==> config.mk <==
export PLATFORM = sky130hd
export DESIGN_NAME = top_k_blob_selector
export DESIGN_NICKNAME = d
export VERILOG_FILES = /design/src/hdl/tkb_pkg.sv /design/src/hdl/tkb_cell.sv /design/src/hdl/top_k_blob_selector.sv
export SDC_FILE = /design/constraint.sdc
export NUM_CORES = 2
export LEC_CHECK = 0
export BUFFER_PORTS_ARGS = -buffer_cell sky130_fd_sc_hd__buf_2
export CAP_MARGIN = 20
export CORE_MARGIN = 5
export CORE_UTILIZATION = 43
export DETAILED_ROUTE_END_ITERATION = 6
export SLEW_MARGIN = 20
export SYNTH_ARGS = -nofsm -noshare
export SYNTH_HDL_FRONTEND = slang
export SYNTH_SLANG_ARGS = --single-unit
==> constraint.sdc <==
create_clock -name clk -period 8.9 [get_ports clk]
set_input_delay 0.89 -clock clk [delete_from_list [all_inputs] [get_ports clk]]
set_output_delay 0.89 -clock clk [all_outputs]
set_load 0.02 [all_outputs]
==> src/hdl/tkb_pkg.sv <==
// Shared types and constants for the top-k blob selector.
// No dependencies; imported by tkb_cell and top_k_blob_selector.
`default_nettype none

package tkb_pkg;

  // Number of cells in the sorted list.
  localparam int LIST_DEPTH = 16;
  // Width of a count that can hold 0..LIST_DEPTH.
  localparam int CNT_W = $clog2(LIST_DEPTH + 1);
  // Width of an index into the list.
  localparam int IDX_W = (LIST_DEPTH > 1) ? $clog2(LIST_DEPTH) : 1;

  localparam int AREA_W  = 25;
  localparam int COORD_W = 16;
  localparam int POS_W   = 17;
  localparam int SHAPE_W = 16;
  localparam int OFS_W   = 12;
  localparam int MAXC_W  = 5;

  localparam int CFG_IDX_W  = 3;
  localparam int CFG_DATA_W = 25;

  localparam int IN_DATA_W  = 80;
  localparam int OUT_DATA_W = 80;

  // Configuration register indexes.
  localparam logic [CFG_IDX_W-1:0] REG_MIN_AREA  = 3'd0;
  localparam logic [CFG_IDX_W-1:0] REG_MAX_AREA  = 3'd1;
  localparam logic [CFG_IDX_W-1:0] REG_MAX_COUNT = 3'd2;
  localparam logic [CFG_IDX_W-1:0] REG_OFFSET_X  = 3'd3;
  localparam logic [CFG_IDX_W-1:0] REG_OFFSET_Y  = 3'd4;

  // Input item kinds carried on s_tuser.
  localparam logic FUNC_BLOB = 1'b0;
  localparam logic FUNC_EOF  = 1'b1;

  // One stored blob.
  typedef struct packed {
    logic [SHAPE_W-1:0] shape;
    logic [POS_W-1:0]   y;
    logic [POS_W-1:0]   x;
    logic [AREA_W-1:0]  area;
  } blob_t;

  // Source a cell loads from when enabled.
  typedef enum logic [1:0] {
    SEL_NEW  = 2'd0,  // the incoming blob
    SEL_PREV = 2'd1,  // the neighbor one place up (insertion shift)
    SEL_NEXT = 2'd2   // the neighbor one place down (drain shift)
  } cell_sel_t;

  typedef struct packed {
    logic      en;
    cell_sel_t sel;
  } cell_ctrl_t;

  // Comparison of the incoming area against a cell's stored area.
  typedef struct packed {
    logic ge;  // incoming area >= stored area
    logic gt;  // incoming area >  stored area
  } cell_cmp_t;

endpackage

`default_nettype wire

==> src/hdl/tkb_cell.sv <==
// One slot of the sorted blob list: holds a blob, compares it with the
// incoming area and loads from the new blob or a neighbor. Uses tkb_pkg.
`default_nettype none

module tkb_cell
  import tkb_pkg::*;
(
  input  wire logic       clk,
  input  wire cell_ctrl_t ctrl,
  input  wire blob_t      new_blob,
  input  wire blob_t      prev_blob,
  input  wire blob_t      next_blob,
  output blob_t           blob,
  output cell_cmp_t       cmp
);

  always_ff @(posedge clk) begin
    if (ctrl.en) begin
      case (ctrl.sel)
        SEL_NEW:  blob <= new_blob;
        SEL_PREV: blob <= prev_blob;
        SEL_NEXT: blob <= next_blob;
        default:  blob <= blob;
      endcase
    end
  end

  assign cmp.ge = (new_blob.area >= blob.area);
  assign cmp.gt = (new_blob.area > blob.area);

endmodule

`default_nettype wire

==> src/hdl/top_k_blob_selector.sv <==
// Top level of the top-k blob selector: configuration registers, the chain
// of list cells, list control and the output register. Uses tkb_pkg, tkb_cell.
`default_nettype none

//  Channel   Signals                              Contents (lowest bit first)
//  --------  -----------------------------------  ---------------------------------
//  input     s_tvalid s_tready s_tdata s_tuser    tdata: area, cx, cy, shape; tuser: func
//  output    m_tvalid m_tready m_tdata m_tuser    tdata: area, x, y, shape; tuser: empty
//            m_tlast                              tlast: final result of the frame
//  config    cfg_we cfg_index cfg_data            write only, one register per edge
//
// In a blob transfer every cell compares the new area with its own in
// parallel and the list shifts down by one place from the insertion point,
// so blobs may arrive back to back. An end-of-frame transfer drains the list
// through cell 0 at one result per cycle while the output is not stalled;
// no input is taken while the list drains, until every kept blob (or one
// empty result for an empty list) has gone to the output register. Reset is
// synchronous and clears the count and the control state; the list cells
// need no clearing because only cells below the count are ever read.

module top_k_blob_selector
  import tkb_pkg::*;
(
  input  wire logic                  clk,
  input  wire logic                  rst,
  // Input stream.
  input  wire logic                  s_tvalid,
  output logic                       s_tready,
  input  wire logic [IN_DATA_W-1:0]  s_tdata,   // blob_area, centroid_x, centroid_y,
                                                // shape_factor, zero pad
  input  wire logic                  s_tuser,   // func
  // Result stream.
  output logic                       m_tvalid,
  input  wire logic                  m_tready,
  output logic [OUT_DATA_W-1:0]      m_tdata,   // out_area, out_x, out_y, out_shape,
                                                // zero pad
  output logic                       m_tuser,   // list_empty
  output logic                       m_tlast,
  // Configuration write port.
  input  wire logic                  cfg_we,
  input  wire logic [CFG_IDX_W-1:0]  cfg_index,
  input  wire logic [CFG_DATA_W-1:0] cfg_data
);

  typedef enum logic [1:0] {
    ST_IDLE  = 2'b01,
    ST_DRAIN = 2'b10
  } state_t;

  // Configuration registers.
  logic [AREA_W-1:0] min_area;
  logic [AREA_W-1:0] max_area;
  logic [MAXC_W-1:0] max_count;
  logic [OFS_W-1:0]  offset_x;
  logic [OFS_W-1:0]  offset_y;

  always_ff @(posedge clk) begin
    if (rst) begin
      min_area  <= '0;
      max_area  <= '1;
      max_count <= MAXC_W'(16);
      offset_x  <= '0;
      offset_y  <= '0;
    end else if (cfg_we) begin
      case (cfg_index)
        REG_MIN_AREA:  min_area  <= cfg_data[AREA_W-1:0];
        REG_MAX_AREA:  max_area  <= cfg_data[AREA_W-1:0];
        REG_MAX_COUNT: max_count <= cfg_data[MAXC_W-1:0];
        REG_OFFSET_X:  offset_x  <= cfg_data[OFS_W-1:0];
        REG_OFFSET_Y:  offset_y  <= cfg_data[OFS_W-1:0];
        default: ;
      endcase
    end
  end

  // Control state.
  state_t           state;
  logic [CNT_W-1:0] count;     // number of valid cells
  logic [CNT_W-1:0] remain;    // results still to send while draining
  logic             drain_empty;

  // Unpack the input item and place the centroid in image coordinates.
  logic [AREA_W-1:0]  in_area;
  logic [COORD_W-1:0] in_cx;
  logic [COORD_W-1:0] in_cy;
  logic [SHAPE_W-1:0] in_shape;
  blob_t              new_blob;

  assign in_area  = s_tdata[AREA_W-1:0];
  assign in_cx    = s_tdata[AREA_W +: COORD_W];
  assign in_cy    = s_tdata[AREA_W+COORD_W +: COORD_W];
  assign in_shape = s_tdata[AREA_W+2*COORD_W +: SHAPE_W];

  assign new_blob.area  = in_area;
  assign new_blob.x     = POS_W'(in_cx) + {1'b0, offset_x, 4'b0000};
  assign new_blob.y     = POS_W'(in_cy) + {1'b0, offset_y, 4'b0000};
  assign new_blob.shape = in_shape;

  // Effective cap: a zero count acts as one, anything above the depth as the depth.
  logic [CNT_W-1:0] cap;
  always_comb begin
    if (max_count == '0) begin
      cap = CNT_W'(1);
    end else if (32'(max_count) > LIST_DEPTH) begin
      cap = CNT_W'(LIST_DEPTH);
    end else begin
      cap = CNT_W'(max_count);
    end
  end

  logic             in_xfer;
  logic             blob_xfer;
  logic             eof_xfer;
  logic             in_window;
  logic             full;
  logic [CNT_W-1:0] last_pos;
  logic             beats_last;
  logic             insert;

  assign s_tready  = (state == ST_IDLE);
  assign in_xfer   = s_tvalid && s_tready;
  assign blob_xfer = in_xfer && (s_tuser == FUNC_BLOB);
  assign eof_xfer  = in_xfer && (s_tuser == FUNC_EOF);
  assign in_window = (in_area >= min_area) && (in_area <= max_area);
  assign full      = (count >= cap);

  // Cell chain.
  blob_t      cell_blob [LIST_DEPTH];
  cell_cmp_t  cell_cmp  [LIST_DEPTH];
  cell_ctrl_t cell_ctrl [LIST_DEPTH];
  logic [LIST_DEPTH-1:0] take;   // cell receives the new blob or a shifted one
  logic [LIST_DEPTH-1:0] gt_vec;
  logic                  shift_out;

  // A full list takes the blob only if it beats the smallest kept entry.
  assign last_pos   = count - CNT_W'(1);
  assign beats_last = gt_vec[last_pos[IDX_W-1:0]];
  assign insert     = blob_xfer && in_window && (!full || beats_last);

  genvar gi;
  generate
    for (gi = 0; gi < LIST_DEPTH; gi++) begin : g_cell
      logic  occupied;
      logic  in_len;
      blob_t prev_b;
      blob_t next_b;

      assign occupied   = (CNT_W'(gi) < count);
      // Cells at or past the resulting length keep their contents.
      assign in_len     = full ? (CNT_W'(gi) < count) : (CNT_W'(gi) <= count);
      assign take[gi]   = !occupied || cell_cmp[gi].ge;
      assign gt_vec[gi] = cell_cmp[gi].gt;

      if (gi == 0) begin : g_head
        assign prev_b = new_blob;
      end else begin : g_body
        assign prev_b = cell_blob[gi-1];
      end
      if (gi == LIST_DEPTH - 1) begin : g_tail
        assign next_b = '0;
      end else begin : g_mid
        assign next_b = cell_blob[gi+1];
      end

      always_comb begin
        if (shift_out) begin
          cell_ctrl[gi].en  = 1'b1;
          cell_ctrl[gi].sel = SEL_NEXT;
        end else begin
          cell_ctrl[gi].en = insert && in_len && take[gi];
          if (gi > 0 && take[(gi > 0) ? gi - 1 : 0]) begin
            cell_ctrl[gi].sel = SEL_PREV;
          end else begin
            cell_ctrl[gi].sel = SEL_NEW;
          end
        end
      end

      tkb_cell u_cell (
        .clk       (clk),
        .ctrl      (cell_ctrl[gi]),
        .new_blob  (new_blob),
        .prev_blob (prev_b),
        .next_blob (next_b),
        .blob      (cell_blob[gi]),
        .cmp       (cell_cmp[gi])
      );
    end
  endgenerate

  // Output register and drain sequencing.
  logic  out_free;
  logic  out_load;
  blob_t out_blob;
  logic  out_empty;
  logic  out_last;

  assign out_free  = !m_tvalid || m_tready;
  assign out_load  = (state == ST_DRAIN) && out_free;
  assign shift_out = out_load && !drain_empty;

  always_ff @(posedge clk) begin
    if (rst) begin
      state       <= ST_IDLE;
      count       <= '0;
      remain      <= '0;
      drain_empty <= 1'b0;
      m_tvalid    <= 1'b0;
    end else begin
      // A new result replaces the one leaving in the same cycle.
      if (out_load) begin
        m_tvalid <= 1'b1;
      end else if (m_tready) begin
        m_tvalid <= 1'b0;
      end
      case (state)
        ST_IDLE: begin
          if (insert && !full) begin
            count <= count + CNT_W'(1);
          end
          if (eof_xfer) begin
            remain      <= count;
            drain_empty <= (count == '0);
            count       <= '0;
            state       <= ST_DRAIN;
          end
        end
        ST_DRAIN: begin
          if (out_load) begin
            remain <= remain - CNT_W'(1);
            if (drain_empty || remain == CNT_W'(1)) begin
              state <= ST_IDLE;
            end
          end
        end
        default: state <= ST_IDLE;
      endcase
    end
  end

  // Result payload; an empty frame sends zeros with the empty flag.
  always_ff @(posedge clk) begin
    if (out_load) begin
      out_blob  <= drain_empty ? '0 : cell_blob[0];
      out_empty <= drain_empty;
      out_last  <= drain_empty || (remain == CNT_W'(1));
    end
  end

  assign m_tdata = OUT_DATA_W'(out_blob);
  assign m_tuser = out_empty;
  assign m_tlast = out_last;

endmodule

`default_nettype wire

==> out/metrics.yaml <==
placement:
  buffer_ports.inserted: 185
  dpl.cell_count: 9955
  pre_cts_slack_ps: 2670
  placement.cell_area_sq_mm: 0.0824
  dpl.hpwl_um: 139000
  gp_congestion: 0.867
timing:
  grt_setup_unrepaired: "no"
  timing.final.crit_share_pct: 60.9
  achievable-frequency_ghz: 0.185
  worst-slew-pin-transition_ps: 1220
  layout_min_cycle_time_ps: 5420
  clock_skew_ps: 26.3
  report.final.hold_viol_count: 0
  timing.final.ws_setup_ps: 3480
  final-setup-viol-count: 0
  finalSetupTns_ps: 0
  slew_violations: 0
  slew-limit-headroom_pct: 18.4
  holdWs_ps: 351
power:
  total_leakage_power_nw: 32.2
  post_layout_power_mw: 14.2
  peak_supply_drop_mv: 0.171
  power_density_mw_per_mm2: 163
global_route:
  antenna_violations_before_repair: 6
  grt_first_pass_wirelength_um: 336000
  grt_start_max_net_pins: 303
  first_global_vias: 55727
  global_route.overflow_total: 0
  grtUsageTotal_pct: 22.3
clock_tree:
  tritoncts: "yes"
  number_of_gates_resized_after_cts: 0
  cts-hold-fix-buffers: 0
  cts.path.max_buffers: 3
  cts.sink_count: 1370
  cts_max_level: 4
  root_buffer_cell: "clkbuf_16"
  cts_inserted_buffers: 157
  worstSkewPairLatency_ps: 790
  postCtsSetupRepairBufs: 0
  clkSlewWorstSetupHoldPaths_ps: 60
final_layout:
  area_growth_syn_to_layout_pct: 10.4
  fin_util_pct: 47.7
  fill_cells: 17133
  layout-drive-gt1-share_pct: 7.42
  regArea_sq_mm: 0.0402
  final_nets: 8252
  finish.instance_area_sq_mm: 0.0873
  instances_no_fill: 10237
  multi_input_comb_area_sq_mm: 0.0352
yosys:
  yosys_warnings: 0
  ys_ff_latch: 1370
  synthFlopType: "edfxtp_1"
  yosysTopAreaCellShare_pct: 48.5
  post_synth_num_cell_types: 77
  synthTopCellsByArea: "edfxtp_1 48%, mux2i_1 14%, ha_1 7.7%"
  syn_avg_cell_area_sq_um: 10.3
  synth.top_cells.by_count: "1456 x nand2_1, 1277 x edfxtp_1, 1137 x o21ai_0"
  yosys.area.top_type: "edfxtp_1"
  yosys.cell_count.top_type: "nand2_1"
  syn_area_sq_mm: 0.0791
  synth_sequential_area_ratio_pct: 50.8
  postSynthCellCount: 7694
  async_flop_share_pct: 0
  synth_enable_flop_cells: 1277
routing:
  initial_detailed_routing_violation_count: 5531
  routed_via_density: 5.60
  drtPass1Iterations: 6
  drt-total-wl_um: 221000
  vias: 57278
  wl_per_cell_um: 21.6
  drc: 0
  detail-route-antenna-nets: 0
die:
  initial_core_utilization_pct: 43.2
  placementRows: 157
  die_area_sq_mm: 0.193
  die_width_um: 439
  core_area_sq_mm: 0.183
  die_height_um: 439
  top_level_port_count: 198
critical_path:
  cp.required_ps: 9310
  slowest_delay_ps: 800
  worstPathBufferInverterCount: 4
  worst_setup_path_type: "primary input to flip-flop"
  cp_top_family: "buffers and inverters"
  crit_path_frequent_cell: "buf_4"
  critical_path.cell_chain: "buf_2 > ha_1 > nand4_1 > nor4_1 > o2111ai_1 > a31oi_1 > o211ai_1 > o2111ai_1 > nand4_1 > buf_4 > a22oi_2 > buf_4 > buf_4"
  worstSetupEndpointType: "flip-flop"
  cp-start-kind: "primary input"
  slowest_stage: "nor4_1"
  worst_ep_arrival_time_ps: 5820
  critical_path.max_fanout: 34
status:
  status: "finished clean"
job:
  max_cap_viol_count: 0
hold_path:
  worstHoldPathType: "primary input to flip-flop"
-- cell families (layout without fill, tap and decap cells) --
logic type / after synthesis / in the layout / share of synthesized area (%)
XOR/XNOR: 17 / 17 / 0.188
AO/OA/AOI/OAI: 1671 / 1671 / 11.6
multiplexers: 1094 / 1094 / 13.8
flip-flops: 1370 / 1370 / 50.8
adder cells (fa/ha/maj): 487 / 487 / 7.72
AND/OR/NAND/NOR: 2061 / 2061 / 10.9
buffers and inverters: 993 / 1067 / 4.96
other: 1 / 6 / 0.00474
-- layout by cell type (no fill, tap or decap), types with 10 or more instances in the layout --
master     netlist  layout
nand4_1         91      91
clkinv_2         0      19
ha_1           485     485
and4_1          11      11
nand2_1       1456    1456
clkinv_1         2      29
nor2_1         255     253
a211oi_1        40      38
or2_2           11      11
buf_2           99     185
nor2b_1         72      72
o21ai_0       1137    1137
o2111ai_1       14      14
clkbuf_1       391      48
o211ai_1        49      49
buf_4           14     102
clkbuf_16        0     162
inv_1          472     471
o21a_1          23      23
buf_12           0      22
a21oi_1        263     262
xnor2_1         12      12
nand3_1         54      52
mux2i_1       1094    1094
nor4_1          15      15
a31oi_1         11      11
a21o_1          34      34
nor3_1          42      38
edfxtp_1      1277    1277
nand2b_1        14      14
and3_1          10      10
dfxtp_1         93      92
a22oi_2          1      16
-- layout make-up --
cell class              count  area share [%]
flip-flops and latches   1370            46.1
multi-input cells        5335            40.3
clock buffers             211            4.87
well taps                2464            3.53
repair buffers            312            2.50
inverters                 475            2.05
clock inverters            69           0.668
diodes                      1         0.00287
-- worst paths after layout --
path | endpoint | slack (ps) | cells after the start | start
max | g_cell[1].u_cell.blob[70] | 3480 | 13 | s_tdata[23]
min | max_area[21] | 350 | 3 | cfg_data[21]
max reg2reg | g_cell[1].u_cell.blob[70] | 3870 | 13 | g_cell[1].u_cell.blob[24]
min reg2reg | min_area[10] | 450 | 2 | min_area[10]
-- layer usage --
layer / vias up / share of wire (%) / global-route usage (%)
li1: 27492 / - / -
met1: 27905 / 46 / 31.4
met4: 0 / 2.9 / 6.77
met5: - / 0 / 0
met3: 296 / 5.9 / 3.23
met2: 1585 / 45 / 35.6
-- tightest hold or removal path: cells and delay by family --
family                 cells  cell delay (ps)
buffers and inverters      1               90
and+or+nand+nor            1               40
AOI/OAI and AO/OA          1               70
-- flip-flops by register name, summed over array words and instances, names as in the netlist --
register            count
count                   5
drain_empty             1
g_cell.u_cell.blob   1200
m_tdata                75
m_tlast                 1
m_tuser                 1
m_tvalid                1
max_area               25
max_count               5
min_area               25
offset_x               12
offset_y               12
remain                  5
state                   2
-- power by group --
part | internal (mW) | switching, mW | leakage, nW
clock network | 3.53 | 2.74 | 2.35
registers | 7.05 | 0.0383 | 12.3
logic | 0.270 | 0.562 | 17.6
Power figures use the tool's default switching activity.
